===== config.mk =====
export PLATFORM = sky130hd
export DESIGN_NAME = spik_sqrt
export DESIGN_NICKNAME = d
export VERILOG_FILES = /design/src/hw/rtl/spik_pkg.sv /design/src/hw/rtl/spik_sqrt.sv
export SDC_FILE = /design/constraint.sdc
export NUM_CORES = 2
export LEC_CHECK = 0
export BUFFER_PORTS_ARGS = -buffer_cell sky130_fd_sc_hd__buf_2
export CAP_MARGIN = 15
export CORE_ASPECT_RATIO = 0.75
export CORE_UTILIZATION = 57
export CTS_CLUSTER_SIZE = 16
export DETAILED_ROUTE_END_ITERATION = 10
export PLACE_DENSITY = 0.76
export SYNTH_ARGS = -nofsm -noshare
export SYNTH_HDL_FRONTEND = slang
export SYNTH_SLANG_ARGS = --single-unit

===== constraint.sdc =====
create_clock -name clk -period 3.6 [get_ports clk]
set_clock_uncertainty 0.05 [all_clocks]
set_input_delay 0.36 -clock clk [delete_from_list [all_inputs] [get_ports clk]]
set_output_delay 0.36 -clock clk [all_outputs]
set_load 0.05 [all_outputs]

===== src/hw/rtl/spik_pkg.sv =====
// Shared types, constants and the CORDIC angle table for the polar IK pipeline.
// No dependencies.
package spik_pkg;

  localparam int RAD_W      = 46;  // radicand (2^30 - r^2) << 16
  localparam int ROOT_W     = 23;  // floor sqrt of the radicand
  localparam int SQRT_STEPS = 23;
  localparam int CORDIC_STEPS = 17;
  localparam int XY_W       = 28;  // signed CORDIC vector width
  localparam int Z_W        = 26;  // signed angle accumulator, degrees Q.16
  localparam int ANG_W      = 16;

  localparam logic [ANG_W-1:0] FULL_TURN_Q7 = 16'd46080;
  localparam logic [ANG_W-1:0] HALF_TURN_Q7 = 16'd23040;
  localparam logic [ANG_W-1:0] ALPHA_MAX_Q7 = 16'd11520;
  localparam logic [Z_W-1:0]   QUARTER_Q16  = 26'd5898240;
  localparam logic [23:0]      RAD_TO_DEG_K = 24'd15019745;
  localparam logic [15:0]      UNIT_REACH   = 16'd32768;

  typedef struct packed {
    logic [15:0] theta_angle;
    logic [15:0] reach_fraction;
  } in_t;

  typedef struct packed {
    logic [15:0] joint1_angle;
    logic [15:0] joint2_angle;
    logic        out_of_reach;
  } out_t;

  // side data that rides along the pipeline: flag, zero reach, theta in degrees
  typedef struct packed {
    logic             flag;
    logic             zero;
    logic [ANG_W-1:0] td;
  } side_t;

  function automatic logic [Z_W-1:0] atan_q16(input int idx);
    logic [Z_W-1:0] v;
    unique case (idx)
      0:  v = 26'd2949120;
      1:  v = 26'd1740967;
      2:  v = 26'd919879;
      3:  v = 26'd466945;
      4:  v = 26'd234379;
      5:  v = 26'd117304;
      6:  v = 26'd58666;
      7:  v = 26'd29335;
      8:  v = 26'd14668;
      9:  v = 26'd7334;
      10: v = 26'd3667;
      11: v = 26'd1833;
      12: v = 26'd917;
      13: v = 26'd458;
      14: v = 26'd229;
      15: v = 26'd115;
      16: v = 26'd57;
      default: v = '0;
    endcase
    return v;
  endfunction

endpackage


===== src/hw/rtl/spik_sqrt.sv =====
// Pipelined integer square root, one result bit per stage.
// Depends on spik_pkg.
module spik_sqrt #(
  parameter int TAG_W = 34
) (
  input  logic                        clk,
  input  logic                        rst_n,
  input  logic                        adv,
  input  logic                        in_valid,
  input  logic [spik_pkg::RAD_W-1:0]  in_rad,
  input  logic [TAG_W-1:0]            in_tag,
  output logic                        out_valid,
  output logic [spik_pkg::ROOT_W-1:0] out_root,
  output logic [TAG_W-1:0]            out_tag
);
  import spik_pkg::*;

  localparam int W = RAD_W + 1;

  logic [W-1:0]      v_r   [SQRT_STEPS];
  logic [W-1:0]      q_r   [SQRT_STEPS];
  logic [TAG_W-1:0]  tag_r [SQRT_STEPS];
  logic [SQRT_STEPS-1:0] vld_r;

  for (genvar s = 0; s < SQRT_STEPS; s++) begin : g_step
    localparam logic [W-1:0] BIT = W'(1) << (2 * (SQRT_STEPS - 1 - s));
    logic [W-1:0]     v_in, q_in, sum, v_nxt, q_nxt;
    logic [TAG_W-1:0] tag_in;
    logic             vld_in;

    if (s == 0) begin : g_first
      assign v_in   = W'(in_rad);
      assign q_in   = '0;
      assign tag_in = in_tag;
      assign vld_in = in_valid;
    end else begin : g_next
      assign v_in   = v_r[s-1];
      assign q_in   = q_r[s-1];
      assign tag_in = tag_r[s-1];
      assign vld_in = vld_r[s-1];
    end

    // take the bit when the remainder covers it
    always_comb begin
      sum = q_in + BIT;
      if (v_in >= sum) begin
        v_nxt = v_in - sum;
        q_nxt = (q_in >> 1) + BIT;
      end else begin
        v_nxt = v_in;
        q_nxt = q_in >> 1;
      end
    end

    always_ff @(posedge clk) begin
      if (!rst_n) begin
        vld_r[s] <= 1'b0;
      end else if (adv) begin
        vld_r[s] <= vld_in;
      end
    end

    always_ff @(posedge clk) begin
      if (adv) begin
        v_r[s]   <= v_nxt;
        q_r[s]   <= q_nxt;
        tag_r[s] <= tag_in;
      end
    end
  end

  assign out_valid = vld_r[SQRT_STEPS-1];
  assign out_root  = q_r[SQRT_STEPS-1][ROOT_W-1:0];
  assign out_tag   = tag_r[SQRT_STEPS-1];

endmodule


==> flow_summary.yaml <==
status:
  status: "finished, violations left"
  violations: "setup timing"
yosys:
  ys_types: 82
  synth_nets: 6170
  yosys_warnings: 0
  synth_area_um2: 86830
  synth_edf_count: 2092
  netlist_instances: 5791
  synth_ff_type: "edfxtp_1"
  syn-mean-instance-area_um2: 14.99
  synth-seq-cells: 2115
  synth_seq_area_share: 0.7288
  async_flop_share: 0
cells_and_area:
  nNetsFinal: 6722
  drive_above_1_share: 0.1189
  design_area_um2: 99310
  area_growth_pct: 14.37
  fin_util: 0.6598
cts:
  clk_pin_slew_worst_paths_ps: 60
  cts.sinks: 2115
  cts_buffer_depth: 3
  cts.root.buffer_cell: "clkbuf_16"
  numCtsBuffers: 194
  cts_tree: "done"
  cts_max_level: 4
  insertion_delay_ps: 840
floorplanning:
  ioPinCount: 142
  core_um2: 150500
  die_height_um: 340.0
  rows: 123
  start_util: 0.5769
  chipWidth_um: 452.7
  dieArea_um2: 153900
setup_path:
  slowest_delay_ps: 560
  crit_type: "reg2reg"
  rr_worst_depth: 10
  worstPathCellList: "ha_1 > or4b_4 > nor4_4 > nand4_1 > buf_4 > o21ai_4 > and3b_1 > or4b_4 > or3_4 > xnor2_1"
  crit_path_top_delay_cell: "or4b_4"
  crit-reg2reg-launch: "v_r[2][57]"
  crit_path_frequent_cell: "or4b_4"
  required_ps: 4110
  reg2reg_to: "v_r[2][126]"
  path_max_fanout: 6
  r2r_slack_ps: -140
  cp.arrival_ps: 4250
  critPathCaptureType: "flip-flop"
  critPathLaunchType: "flip-flop"
power_and_ir_drop:
  power_leakage_nw: 36.38
  ir_drop_uv: 417.3
  power_mw: 60.20
  pwr_density_cell_nw_per_um2: 606.2
detailed_routing:
  wire_per_inst_um: 20.10
  drc: 0
  ant_nets: 0
  vias_per_cell: 5.801
  firstDrtPassIters: 6
  drt_wl_total_um: 170900
  dr_total_vias: 49320
  drtIter0Drc: 5484
job:
  drv_cap: 0
timing:
  min_period_ps: 3740
  slew_headroom: 0.3132
  rsz0062_at_grt: "true"
  finalCritPeriodShare: 1.039
  tns_ps: -667.0
  maxSlewViolCount: 0
  clock.fmax_ghz: 0.2674
  setup_ws_ps: -140.0
  worst_pin_slew_ps: 1028
  hold_viol_final: 0
  setup_violations: 12
placed_design:
  place_area_um2: 91690
  place_congestion: 0.9784
  dp_hpwl_um: 118000
  preCtsSetupSlack_ps: -699.9
  port_buffers: 141
worst_hold_path:
  hold_start: "in_rad[41]"
  holdPathStages: 2
  holdCritPathClass: "in2reg"
  hold_path_end: "v_r[0][41]"
global_route:
  grt_pass1_wl_um: 266000
  grt_max_degree: 150
  grt_overflow: 0
  antenna_found_initial: 6
  track_usage: 0.2221
  grt_pass1_vias: 47640
## report_power, final
group / switching (mW) / internal [mW] / leakage (nW)
Combinational: 4.91 / 3.36 / 12.9
Clock: 8.92 / 11.7 / 3.07
Sequential: 1.44 / 29.9 / 20.4
Total: 15.3 / 44.9 / 36.4
## flip-flops by register name (all words and copies together), names as in the netlist
signal and cells:
tag_r 782, g_step.vld_in 22, q_r 276, v_r 1034
out_valid 1
## logic make-up (layout without fill, tap and decap cells)
kind of cell	count (synthesis)	after routing	share of synthesized area
adders and majority gates	295	295	0.04251
xor gates and xnor gates	441	441	0.04448
other	1	2	0.00004319
buffers and inverters	461	1170	0.02001
muxes	67	67	0.008228
DFF	2115	2115	0.7288
and+or+nand+nor	1514	1514	0.09089
AOI/OAI and AO/OA	897	897	0.06507
## worst max path at each step
stage,endpoint,cells after the start,start,slack [ps]
5_1_grt,v_r[2][126],10,v_r[2][57],-180
3_3_place_gp,v_r[2][139],11,v_r[2][57],-620
4_1_cts,v_r[2][126],10,v_r[2][57],-110
6_report,v_r[2][126],10,v_r[2][57],-140
2_1_floorplan,v_r[2][241],7,v_r[2][226],260
3_5_place_dp,v_r[2][139],11,v_r[2][57],-700
## metrics by stage
stage,instances,hold WS [ps]
finish,8501,183.8
global route,8501,151.8
CTS,8498,113.7
detailed placement,8060,354.5
global placement,8059,350.4
floorplan,5791,350.3
## per-layer routing
metal,global-route usage,part of all wire,up-vias
li1,-,-,23110
met1,0.3361,0.46,24130
met2,0.3087,0.42,1863
met3,0.07616,0.11,212
met4,0.05339,0.017,0
met5,0,0,-
## cells in the final DEF (no fill, tap or decap), types with 197 or more instances in the layout
cell type  instances
o21ai_0          271
inv_1            365
nand2_1          365
buf_4            197
edfxtp_1        2092
ha_1             294
xor2_1           214
a21oi_1          224
xnor2_1          227
nor2_1           267
## Yosys cell counts, types with 24 or more instances
library cell | count | area, um^2
or3_1 | 56 | 350.3
inv_1 | 365 | 1370
mux2i_1 | 32 | 320.3
nor3_1 | 150 | 750.7
edfxtp_1 | 2092 | 62820
a21oi_1 | 225 | 1126
nand4_1 | 71 | 444.2
a21o_1 | 85 | 638.1
nand3_1 | 96 | 480.5
o31ai_1 | 31 | 232.7
mux2_2 | 34 | 382.9
nand2_1 | 366 | 1374
clkbuf_1 | 83 | 311.6
nor2b_1 | 71 | 444.2
a211oi_1 | 27 | 202.7
or4_1 | 37 | 277.8
nor4_1 | 178 | 1114
xor2_1 | 214 | 1874
o21a_1 | 59 | 442.9
ha_1 | 295 | 3691
xnor2_1 | 227 | 1988
nor2_1 | 269 | 1010
and3_1 | 24 | 150.1
nand2b_1 | 53 | 331.6
o21ai_0 | 273 | 1366
## critical path, delay by kind of cell (launching register included)
family	cells	cell delay, ps
AO/OA/AOI/OAI	1	130
XOR/XNOR	1	130
AND/OR/NAND/NOR	6	2210
adder cells (fa/ha/maj)	1	320
buffers and inverters	1	260
flip-flops	1	390
## cell type report
cell class	count	area [um^2]
tap	2000	2502
multi-input combinational	3215	22190
clock buffer	238	5072
timing repair buffer	451	3563
inverter	366	1374
clock inverter	115	1319
antenna	1	2.502
sequential	2115	63280
fill	10350	51200
## what timing repair did
item	in CTS	in global routing
setup endpoints to repair	37	120
gates resized for setup	18	52
pin swaps	3	9
hold buffers	85	0
setup buffers	0	2
cloned	0	0
hold endpoints to repair	140	0
(Power assumes the default switching activity.)
